**src/sv/rsc_pkg.sv**
```systemverilog
package rsc_pkg;

  // value and digit store sizes
  localparam int VALUE_WIDTH = 32;
  localparam int MAX_DIGITS  = 32;

  localparam int BASE_W  = 6;
  localparam int CHAR_W  = 8;
  localparam int OUT_W   = 7;
  localparam int CFG_IDX_W = 2;

  localparam int PROD_W  = VALUE_WIDTH + BASE_W;
  localparam int SUM_W   = PROD_W + 1;
  localparam int CNT_W   = $clog2(MAX_DIGITS + 1);
  localparam int ADDR_W  = $clog2(MAX_DIGITS);
  localparam int BIT_W   = $clog2(VALUE_WIDTH);
  localparam int PC_W    = 4;

  localparam logic [CFG_IDX_W-1:0] REG_SOURCE_BASE = CFG_IDX_W'(0);
  localparam logic [CFG_IDX_W-1:0] REG_TARGET_BASE = CFG_IDX_W'(1);

  localparam logic [BASE_W-1:0] BASE_RESET = BASE_W'(10);
  localparam logic [BASE_W-1:0] BASE_MIN   = BASE_W'(2);
  localparam logic [BASE_W-1:0] BASE_MAX   = BASE_W'(36);

  localparam logic [CHAR_W-1:0] CHAR_NEWLINE = CHAR_W'(10);
  localparam logic [CHAR_W-1:0] CHAR_ZERO    = CHAR_W'(48);
  localparam logic [CHAR_W-1:0] CHAR_NINE    = CHAR_W'(57);
  localparam logic [CHAR_W-1:0] CHAR_UP_A    = CHAR_W'(65);
  localparam logic [CHAR_W-1:0] CHAR_UP_Z    = CHAR_W'(90);
  localparam logic [CHAR_W-1:0] CHAR_LO_A    = CHAR_W'(97);
  localparam logic [CHAR_W-1:0] CHAR_LO_Z    = CHAR_W'(122);
  localparam logic [CHAR_W-1:0] UP_OFFSET    = CHAR_W'(55);
  localparam logic [CHAR_W-1:0] LO_OFFSET    = CHAR_W'(87);

  // sequencer step addresses
  localparam logic [PC_W-1:0] STEP_IDLE  = PC_W'(0);
  localparam logic [PC_W-1:0] STEP_MUL   = PC_W'(1);
  localparam logic [PC_W-1:0] STEP_ADD   = PC_W'(2);
  localparam logic [PC_W-1:0] STEP_INIT  = PC_W'(3);
  localparam logic [PC_W-1:0] STEP_DIV   = PC_W'(4);
  localparam logic [PC_W-1:0] STEP_STORE = PC_W'(5);
  localparam logic [PC_W-1:0] STEP_READ  = PC_W'(6);
  localparam logic [PC_W-1:0] STEP_EMIT  = PC_W'(7);
  localparam logic [PC_W-1:0] STEP_CLEAR = PC_W'(8);

  typedef enum logic [3:0] {
    OP_NOP,
    OP_TAKE,
    OP_MUL,
    OP_ADD,
    OP_INIT,
    OP_DIV,
    OP_STORE,
    OP_EMIT,
    OP_CLEAR
  } op_e;

  typedef enum logic [2:0] {
    C_NEXT,
    C_ALWAYS,
    C_DISPATCH,
    C_DIV_BUSY,
    C_MORE_DIG,
    C_OUT_BUSY,
    C_MORE_OUT
  } cond_e;

  typedef struct packed {
    op_e              op;
    cond_e            cond;
    logic [PC_W-1:0]  target;
  } ucw_t;

  typedef struct packed {
    logic              hit;
    logic [BASE_W-1:0] value;
  } digit_t;

  // control store
  function automatic ucw_t ucode(input logic [PC_W-1:0] pc);
    ucw_t w;
    case (pc)
      STEP_IDLE:  w = '{op: OP_TAKE,  cond: C_DISPATCH, target: STEP_IDLE};
      STEP_MUL:   w = '{op: OP_MUL,   cond: C_NEXT,     target: STEP_IDLE};
      STEP_ADD:   w = '{op: OP_ADD,   cond: C_ALWAYS,   target: STEP_IDLE};
      STEP_INIT:  w = '{op: OP_INIT,  cond: C_NEXT,     target: STEP_IDLE};
      STEP_DIV:   w = '{op: OP_DIV,   cond: C_DIV_BUSY, target: STEP_DIV};
      STEP_STORE: w = '{op: OP_STORE, cond: C_MORE_DIG, target: STEP_DIV};
      STEP_READ:  w = '{op: OP_NOP,   cond: C_OUT_BUSY, target: STEP_READ};
      STEP_EMIT:  w = '{op: OP_EMIT,  cond: C_MORE_OUT, target: STEP_READ};
      STEP_CLEAR: w = '{op: OP_CLEAR, cond: C_ALWAYS,   target: STEP_IDLE};
      default:    w = '{op: OP_NOP,   cond: C_ALWAYS,   target: STEP_IDLE};
    endcase
    return w;
  endfunction

  function automatic logic [BASE_W-1:0] clamp_base(input logic [BASE_W-1:0] b);
    logic [BASE_W-1:0] r;
    if (b < BASE_MIN) begin
      r = BASE_MIN;
    end else if (b > BASE_MAX) begin
      r = BASE_MAX;
    end else begin
      r = b;
    end
    return r;
  endfunction

  function automatic digit_t decode_char(input logic [CHAR_W-1:0] c);
    digit_t d;
    logic [CHAR_W-1:0] t;
    d.hit = 1'b1;
    t     = '0;
    if (c inside {[CHAR_ZERO:CHAR_NINE]}) begin
      t = c - CHAR_ZERO;
    end else if (c inside {[CHAR_UP_A:CHAR_UP_Z]}) begin
      t = c - UP_OFFSET;
    end else if (c inside {[CHAR_LO_A:CHAR_LO_Z]}) begin
      t = c - LO_OFFSET;
    end else begin
      d.hit = 1'b0;
    end
    d.value = t[BASE_W-1:0];
    return d;
  endfunction

  function automatic logic [OUT_W-1:0] digit_to_char(input logic [BASE_W-1:0] dv);
    logic [OUT_W-1:0] r;
    if (dv <= BASE_W'(9)) begin
      r = OUT_W'(CHAR_ZERO) + OUT_W'(dv);
    end else begin
      r = OUT_W'(UP_OFFSET) + OUT_W'(dv);
    end
    return r;
  endfunction

endpackage

```
**src/sv/rsc_ram.sv**
```systemverilog
module rsc_ram #(
  parameter int WIDTH = 8,
  parameter int DEPTH = 32
) (
  input  logic                     clk_i,
  input  logic                     we_i,
  input  logic [$clog2(DEPTH)-1:0] waddr_i,
  input  logic [WIDTH-1:0]         wdata_i,
  input  logic [$clog2(DEPTH)-1:0] raddr_i,
  output logic [WIDTH-1:0]         rdata_o
);

  logic [WIDTH-1:0] mem_q [DEPTH];
  logic [WIDTH-1:0] rdata_q;

  always_ff @(posedge clk_i) begin
    if (we_i) begin
      mem_q[waddr_i] <= wdata_i;
    end
    rdata_q <= mem_q[raddr_i];
  end

  assign rdata_o = rdata_q;

endmodule

```
**src/sv/radix_string_converter_unit.sv**
```systemverilog
// radix string converter: takes a number typed as ascii text, one character per
// request, and gives it back written in another radix, one ascii digit per
// request, most significant first, with last_digit_o on the final digit and
// overflowed_o set on every digit when the 32-bit accumulator wrapped. digit
// characters 0-9, A-Z, a-z count 0-35 (not checked against the base), other
// characters are dropped, a newline ends the number; a lone newline gives "0".
// bases are saturated to 2..36 when used. steps, set by a small microcoded
// sequencer: a digit character runs accept, multiply and add, any other
// non-newline character only accept. a newline runs accept and setup, then for
// each output digit one restoring divide bit per cycle and a store write, then
// for each emitted digit a digit store read and an output register load (the
// read waits while the output is stalled), then a final clear.
// input is stalled for the whole conversion; the last digit may still sit in
// the output register while the next number is being typed.
module radix_string_converter_unit (
  input  logic                           clk_i,
  input  logic                           rst_ni,
  // character requests
  input  logic                           in_valid_i,
  output logic                           in_stall_o,
  input  logic [rsc_pkg::CHAR_W-1:0]     char_code_i,
  // digit requests
  output logic                           out_valid_o,
  input  logic                           out_stall_i,
  output logic [rsc_pkg::OUT_W-1:0]      digit_char_o,
  output logic                           last_digit_o,
  output logic                           overflowed_o,
  // register writes
  input  logic                           cfg_valid_i,
  output logic                           cfg_ready_o,
  input  logic [rsc_pkg::CFG_IDX_W-1:0]  cfg_index_i,
  input  logic [rsc_pkg::BASE_W-1:0]     cfg_data_i
);

  import rsc_pkg::*;

  // sequencer
  logic [PC_W-1:0] pc_q, pc_d;
  ucw_t            uw;

  // base registers
  logic [BASE_W-1:0] sb_q, tb_q;
  logic [BASE_W-1:0] sb_c, tb_c;

  // accumulate datapath
  logic [VALUE_WIDTH-1:0] acc_q, acc_d;
  logic                   ovf_q, ovf_d;
  logic [PROD_W-1:0]      prod_q, prod_d;
  logic [BASE_W-1:0]      dig_q, dig_d;
  logic [SUM_W-1:0]       sum;

  // divide datapath
  logic [VALUE_WIDTH-1:0] work_q, work_d;
  logic [BASE_W-1:0]      rem_q, rem_d;
  logic [BIT_W-1:0]       bit_q, bit_d;
  logic [CNT_W-1:0]       cnt_q, cnt_d;
  logic [BASE_W:0]        trial;
  logic [BASE_W:0]        trial_sub;
  logic                   trial_ge;

  // output register
  logic                 out_valid_q, out_valid_d;
  logic [OUT_W-1:0]     out_char_q, out_char_d;
  logic                 out_last_q, out_last_d;
  logic                 out_ovf_q, out_ovf_d;

  // digit store
  logic                 ram_we;
  logic [ADDR_W-1:0]    ram_waddr, ram_raddr;
  logic [BASE_W-1:0]    ram_rdata;
  logic [CNT_W-1:0]     cnt_dec;

  digit_t               in_dig;
  logic                 in_acc;
  logic                 out_busy;
  logic                 more_dig;

  assign uw     = ucode(pc_q);
  assign sb_c   = clamp_base(sb_q);
  assign tb_c   = clamp_base(tb_q);
  assign in_dig = decode_char(char_code_i);

  assign in_stall_o  = (uw.op != OP_TAKE);
  assign in_acc      = in_valid_i && !in_stall_o;
  assign cfg_ready_o = 1'b1;

  assign out_busy = out_valid_q && out_stall_i;
  assign more_dig = (work_q != '0) && (cnt_q != CNT_W'(MAX_DIGITS - 1));

  // restoring divide, one quotient bit per cycle shifted into work_q
  assign trial     = {rem_q, work_q[VALUE_WIDTH-1]};
  assign trial_ge  = (trial >= {1'b0, tb_c});
  assign trial_sub = trial - {1'b0, tb_c};

  assign sum = {1'b0, prod_q} + SUM_W'(dig_q);

  assign cnt_dec   = cnt_q - CNT_W'(1);
  assign ram_we    = (uw.op == OP_STORE);
  assign ram_waddr = cnt_q[ADDR_W-1:0];
  assign ram_raddr = cnt_dec[ADDR_W-1:0];

  rsc_ram #(
    .WIDTH (BASE_W),
    .DEPTH (MAX_DIGITS)
  ) u_store (
    .clk_i   (clk_i),
    .we_i    (ram_we),
    .waddr_i (ram_waddr),
    .wdata_i (rem_q),
    .raddr_i (ram_raddr),
    .rdata_o (ram_rdata)
  );

  // next step
  always_comb begin
    pc_d = pc_q + PC_W'(1);
    case (uw.cond)
      C_NEXT:     pc_d = pc_q + PC_W'(1);
      C_ALWAYS:   pc_d = uw.target;
      C_DISPATCH: begin
        if (!in_acc) begin
          pc_d = STEP_IDLE;
        end else if (char_code_i == CHAR_NEWLINE) begin
          pc_d = STEP_INIT;
        end else if (in_dig.hit) begin
          pc_d = STEP_MUL;
        end else begin
          pc_d = STEP_IDLE;
        end
      end
      C_DIV_BUSY: if (bit_q != '0) pc_d = uw.target;
      C_MORE_DIG: if (more_dig) pc_d = uw.target;
      C_OUT_BUSY: if (out_busy) pc_d = uw.target;
      C_MORE_OUT: if (cnt_q != CNT_W'(1)) pc_d = uw.target;
      default:    pc_d = STEP_IDLE;
    endcase
  end

  // datapath actions
  always_comb begin
    acc_d       = acc_q;
    ovf_d       = ovf_q;
    prod_d      = prod_q;
    dig_d       = dig_q;
    work_d      = work_q;
    rem_d       = rem_q;
    bit_d       = bit_q;
    cnt_d       = cnt_q;
    out_valid_d = out_busy;
    out_char_d  = out_char_q;
    out_last_d  = out_last_q;
    out_ovf_d   = out_ovf_q;
    case (uw.op)
      OP_TAKE: begin
        if (in_acc) begin
          dig_d = in_dig.value;
        end
      end
      OP_MUL: prod_d = PROD_W'(acc_q) * PROD_W'(sb_c);
      OP_ADD: begin
        acc_d = sum[VALUE_WIDTH-1:0];
        if (|sum[SUM_W-1:VALUE_WIDTH]) begin
          ovf_d = 1'b1;
        end
      end
      OP_INIT: begin
        work_d = acc_q;
        rem_d  = '0;
        bit_d  = BIT_W'(VALUE_WIDTH - 1);
        cnt_d  = '0;
      end
      OP_DIV: begin
        work_d = {work_q[VALUE_WIDTH-2:0], trial_ge};
        rem_d  = trial_ge ? trial_sub[BASE_W-1:0] : trial[BASE_W-1:0];
        bit_d  = bit_q - BIT_W'(1);
      end
      OP_STORE: begin
        // remainder goes to the store this cycle, then restart for the next digit
        cnt_d = cnt_q + CNT_W'(1);
        rem_d = '0;
        bit_d = BIT_W'(VALUE_WIDTH - 1);
      end
      OP_EMIT: begin
        out_valid_d = 1'b1;
        out_char_d  = digit_to_char(ram_rdata);
        out_last_d  = (cnt_q == CNT_W'(1));
        out_ovf_d   = ovf_q;
        cnt_d       = cnt_dec;
      end
      OP_CLEAR: begin
        acc_d = '0;
        ovf_d = 1'b0;
      end
      default: begin
      end
    endcase
  end

  always_ff @(posedge clk_i or negedge rst_ni) begin
    if (!rst_ni) begin
      pc_q        <= STEP_IDLE;
      sb_q        <= BASE_RESET;
      tb_q        <= BASE_RESET;
      acc_q       <= '0;
      ovf_q       <= 1'b0;
      cnt_q       <= '0;
      bit_q       <= '0;
      out_valid_q <= 1'b0;
    end else begin
      pc_q        <= pc_d;
      acc_q       <= acc_d;
      ovf_q       <= ovf_d;
      cnt_q       <= cnt_d;
      bit_q       <= bit_d;
      out_valid_q <= out_valid_d;
      if (cfg_valid_i && cfg_ready_o) begin
        case (cfg_index_i)
          REG_SOURCE_BASE: sb_q <= cfg_data_i;
          REG_TARGET_BASE: tb_q <= cfg_data_i;
          default: begin
          end
        endcase
      end
    end
  end

  // payload registers
  always_ff @(posedge clk_i) begin
    prod_q     <= prod_d;
    dig_q      <= dig_d;
    work_q     <= work_d;
    rem_q      <= rem_d;
    out_char_q <= out_char_d;
    out_last_q <= out_last_d;
    out_ovf_q  <= out_ovf_d;
  end

  assign out_valid_o  = out_valid_q;
  assign digit_char_o = out_char_q;
  assign last_digit_o = out_last_q;
  assign overflowed_o = out_ovf_q;

endmodule

```
**config.mk**
```make
export PLATFORM = sky130hd
export DESIGN_NAME = radix_string_converter_unit
export DESIGN_NICKNAME = d
export VERILOG_FILES = /design/src/sv/rsc_pkg.sv /design/src/sv/rsc_ram.sv /design/src/sv/radix_string_converter_unit.sv
export SDC_FILE = /design/constraint.sdc
export NUM_CORES = 1
export LEC_CHECK = 0
export BUFFER_PORTS_ARGS = -buffer_cell sky130_fd_sc_hd__clkbuf_2
export CORE_MARGIN = 3
export CORE_UTILIZATION = 55
export CTS_BUF_LIST = sky130_fd_sc_hd__clkbuf_4 sky130_fd_sc_hd__clkbuf_8
export DETAILED_ROUTE_END_ITERATION = 7
export PLACE_DENSITY_LB_ADDON = 0.05
export SYNTH_ARGS = -nofsm -noshare
export SYNTH_HDL_FRONTEND = slang
export SYNTH_SLANG_ARGS = --single-unit
```
**constraint.sdc**
```tcl
create_clock -name clk_i -period 7.1 [get_ports clk_i]
set_clock_uncertainty 0.2 [all_clocks]
set_input_delay 0 -clock clk_i [delete_from_list [all_inputs] [get_ports clk_i]]
set_output_delay 0 -clock clk_i [all_outputs]
set_load 0.005 [all_outputs]
```
==> run_results.csv <==
group,metric,value,unit
synth,postSynthNetCount,2015,
placed_design,port_buffers,31,
layout,fill_cells,3055,
detailed_routing,antenna_violating_nets_post_route,0,
floorplan,fp.coreArea,38200,µm²
placed_design,pre_cts_ws,0.800,ns
power,share_seq_of_total_power,29.5,%
grt,global_route.overflow_total,0,
synth,netlist_instances,1790,
setup_path,critical_path_required,7.36,ns
floorplan,floorplan.initialDensity,56.5,%
power,power_density,502,nW/µm²
power,clkPwrFrac,15.0,%
synth,yosys.area_share.simple,13.6,%
sta,transition_time_at_the_pin_with_the_least_slew_margin,1.21,ns
clock_network,clock_tree.htree_level_count,2,
layout,utilization,62.6,%
layout,design.final.nets,2102,
clock_network,clock_root_buffer,"sky130_fd_sc_hd__clkbuf_8",
floorplan,floorplan.die_area,41700,µm²
floorplan,fp-row-count,71,
synth,yosys-top-cells-count,"sky130_fd_sc_hd__edfxtp_1, sky130_fd_sc_hd__inv_1, sky130_fd_sc_hd__fa_1",
detailed_routing,first_iter_violations,760,
floorplan,floorplan.die.width,204,µm
synth,synth_enable_flop_cells,283,
synth,synth-seq-cells,350,
sta,hold_violations,0,
setup_path,timing.critical_path.to_type,"flop",
detailed_routing,dr_total_vias,13800,
floorplan,ios,33,
sta,rsz0062_at_grt,"no",
synth,synth_top_cell_area_share,39.3,%
sta,totalNegativeSetupSlack,0,ns
setup_path,r2r.worst_path.cells,17,
synth,post-synth-top-count-cell,"sky130_fd_sc_hd__edfxtp_1",
synth,synth_ff_type,"sky130_fd_sc_hd__edfxtp_1",
sta,max_slew_margin,19.4,%
clock_network,cts_buffer_depth,3,
clock_network,clk_transition_reported_paths,0.06,ns
floorplan,floorplan.die.height,204,µm
synth,synth.yosys.seq_area_share,47.0,%
synth,synth.cell_area,21600,µm²
detailed_routing,dr.pass1.iters,5,
clock_network,cts_setup_buffers,0,
detailed_routing,drt-total-wl,48100,µm
power,power.switching,5220,µW
layout,post_route_cells_drive_above_1_share,14.5,%
power,total_leakage_power,0.00956,µW
synth,synthArstFlopShare,17.4,%
layout,antennaDiodeCount,0,
detailed_routing,avgRoutedWirePerCell,19.7,µm
sta,timing.final.setup_violations,0,
status,status,"completed",
synth,post_synth.cell_area_avg,12.1,µm²
layout,multi_input_logic_area,10500,µm²
clock_network,cts_inserted_buffers,59,
power,totalPowerFinal,12000,µW
layout,ff_latch_area,10200,µm²
layout,signed_area_change_from_the_synthesized_netlist_to_the_final_layout,10.8,%
synth,synth-compound-area-share,6.44,%
placed_design,gp_congestion,0.801,
synth,largest_family_of_logic_cells_by_synthesized_area,"adder cells",
synth,synth_xor_xnor_area_share,2.84,%
synth,post_synth_num_cell_types,71,
synth,yosys.area_share.adder,16.1,%
synth,synth_area_leaders,"sky130_fd_sc_hd__edfxtp_1, sky130_fd_sc_hd__fa_1, sky130_fd_sc_hd__dfrtp_1",
worst_hold_path,holdCritPathClass,"in2reg",
detailed_routing,remaining_drcs,0,
grt,pin_count_of_the_biggest_net_entering_global_routing,62,
setup_path,cp_launch_type,"flop",
clock_network,cts_repair_resize_count,0,
grt,grt_pass1_vias,14200,
synth,synth.mux.area_fraction,9.23,%
clock_network,insertion_delay,0.65,ns
setup_path,critical_path_peak_fanout,23,
sta,finalWorstSetupSlack,0.742,ns
sta,layout_worst_path_cycle_share,89.6,%
clock_network,cts_hold_repair.buffers,41,
synth,synth_largest_area_cell,"sky130_fd_sc_hd__edfxtp_1",
run,drv.max_cap_violation_count,0,
setup_path,timing.critical_path.arrival,6.61,ns
sta,maximum_clock_rate,0.157,GHz
synth,synthesis.yosys.warnings,0,
sta,slew_violations,0,
worst_hold_path,min_path_cells,4,
detailed_routing,vias_per_cell,5.65,
setup_path,timing_worst_setup_path_type,"reg2reg",
power,switching_share,43.5,%
clock_network,clock_sinks,350,
grt,antenna_found_initial,0,
power,power.ir.vdd_worst,0.485,mV
placed_design,hpwl_after_detailed_placement,33500,µm
grt,grt_use_total,24.1,%
sta,final_period_minus_worst_setup_slack,6.36,ns
clock_network,cts_tree,"done",
grt,first_pass_grt_wire_length,78700,µm
power,cell_internal_pwr,6780,µW
power,comb_power_share,55.5,%
[power by group through the flow]
| stage | clock, µW | sequential (µW) | combinational [µW] |
|---|---|---|---|
| 3_5_place_dp | 0 | 3570 | 6650 |
| 5_1_grt | 1930 | 3590 | 7600 |
| 6_report | 1800 | 3540 | 6670 |
| 3_3_place_gp | 0 | 3560 | 6560 |
| 2_1_floorplan | 0 | 3360 | 5070 |
| 4_1_cts | 1840 | 3530 | 6740 |
[registers in the layout (all words and copies together) (netlist names), 4 cells and up]
signal / count
bit_q: 5
u_store.rdata_o: 6
work_q: 32
dig_q: 6
rem_q: 6
digit_char_o: 7
sb_q: 6
pc_q: 4
prod_q: 38
acc_q: 32
tb_q: 6
cnt_q: 6
u_store.mem_q: 192
[final timing paths]
| check | slack, ns | endpoint | startpoint |
|---|---|---|---|
| setup / recovery | 0.74 | prod_q[37] | sb_q[4] |
| hold / removal | 0.03 | out_valid_o | out_stall_i |
| setup reg to reg | 0.74 | prod_q[37] | sb_q[4] |
| hold reg to reg | 0.29 | cnt_q[5] | cnt_q[5] |
| max in group asynchronous | 5.63 | cnt_q[0] | rst_ni |
| min in group asynchronous | 0.42 | sb_q[5] | rst_ni |
[kinds of logic (layout without fill, tap and decap cells)]
| group | Yosys count | in the layout |
|---|---|---|
| fa+ha+maj | 205 | 205 |
| mux | 118 | 118 |
| xor+xnor | 70 | 70 |
| buf+inv | 267 | 403 |
| flops | 350 | 350 |
| compound gates | 223 | 223 |
| other cells | 1 | 1 |
| simple gates | 556 | 556 |
[worst max-delay path: stages, from the launching register on]
cell,delay (ns)
sky130_fd_sc_hd__dfrtp_1,0.41
sky130_fd_sc_hd__nor3_1,0.37
sky130_fd_sc_hd__maj3_1,0.84
sky130_fd_sc_hd__and2_1,0.25
sky130_fd_sc_hd__fa_1,0.44
sky130_fd_sc_hd__fa_1,0.51
sky130_fd_sc_hd__inv_1,0.06
sky130_fd_sc_hd__fa_1,0.54
sky130_fd_sc_hd__inv_1,0.04
sky130_fd_sc_hd__ha_1,0.39
sky130_fd_sc_hd__a211o_1,0.16
sky130_fd_sc_hd__a21oi_1,0.09
sky130_fd_sc_hd__a2111o_1,0.41
sky130_fd_sc_hd__a21oi_1,0.34
sky130_fd_sc_hd__a31oi_1,0.24
sky130_fd_sc_hd__o211ai_1,0.38
sky130_fd_sc_hd__nand2_1,0.14
sky130_fd_sc_hd__o311ai_0,0.33
[metal layers]
layer  wire (µm)  GRT usage (%)  vias to the layer above
li1            -              -                     6464
met1       20900           33.0                     6912
met2       23700           40.2                      307
met3        1920           3.11                       84
met4        1570           8.68                        0
met5           0              0                        -
[cell usage in the layout, fill, tap and decap left out, types with 30 or more instances in the layout]
cell and instances:
sky130_fd_sc_hd__inv_1 199, sky130_fd_sc_hd__and3_1 43, sky130_fd_sc_hd__mux4_2 60, sky130_fd_sc_hd__ha_1 80, sky130_fd_sc_hd__edfxtp_1 283, sky130_fd_sc_hd__clkbuf_2 30, sky130_fd_sc_hd__o21ai_0 67, sky130_fd_sc_hd__dfrtp_1 56
sky130_fd_sc_hd__and2_1 122, sky130_fd_sc_hd__nor2_1 107, sky130_fd_sc_hd__fa_1 123, sky130_fd_sc_hd__xnor2_1 42, sky130_fd_sc_hd__nor2b_1 42, sky130_fd_sc_hd__clkbuf_8 61, sky130_fd_sc_hd__a21oi_1 58, sky130_fd_sc_hd__nand2_1 105
sky130_fd_sc_hd__mux2_2 50, sky130_fd_sc_hd__dlygate4sd3_1 41
[final cells by class]
| cell class | instances | share of cell area, % |
|---|---|---|
| repair buffers | 93 | 3.02 |
| clock buffers | 78 | 4.04 |
| flip-flops and latches | 350 | 42.4 |
| clock inverters | 32 | 0.905 |
| well taps | 511 | 2.67 |
| inverters | 200 | 3.14 |
| multi-input cells | 1173 | 43.8 |
[metrics by stage]
step	hold WS, ns	instances	cell area, µm²
final	0.0295	2437	23900
after global routing	0.0762	2437	23900
after global placement	0.0337	2286	22300
after detailed placement	0.0384	2286	22300
after floorplan	-0.496	1790	21600
after CTS	0.0205	2437	23900
No activity file was read; power rests on OpenSTA's default activity.
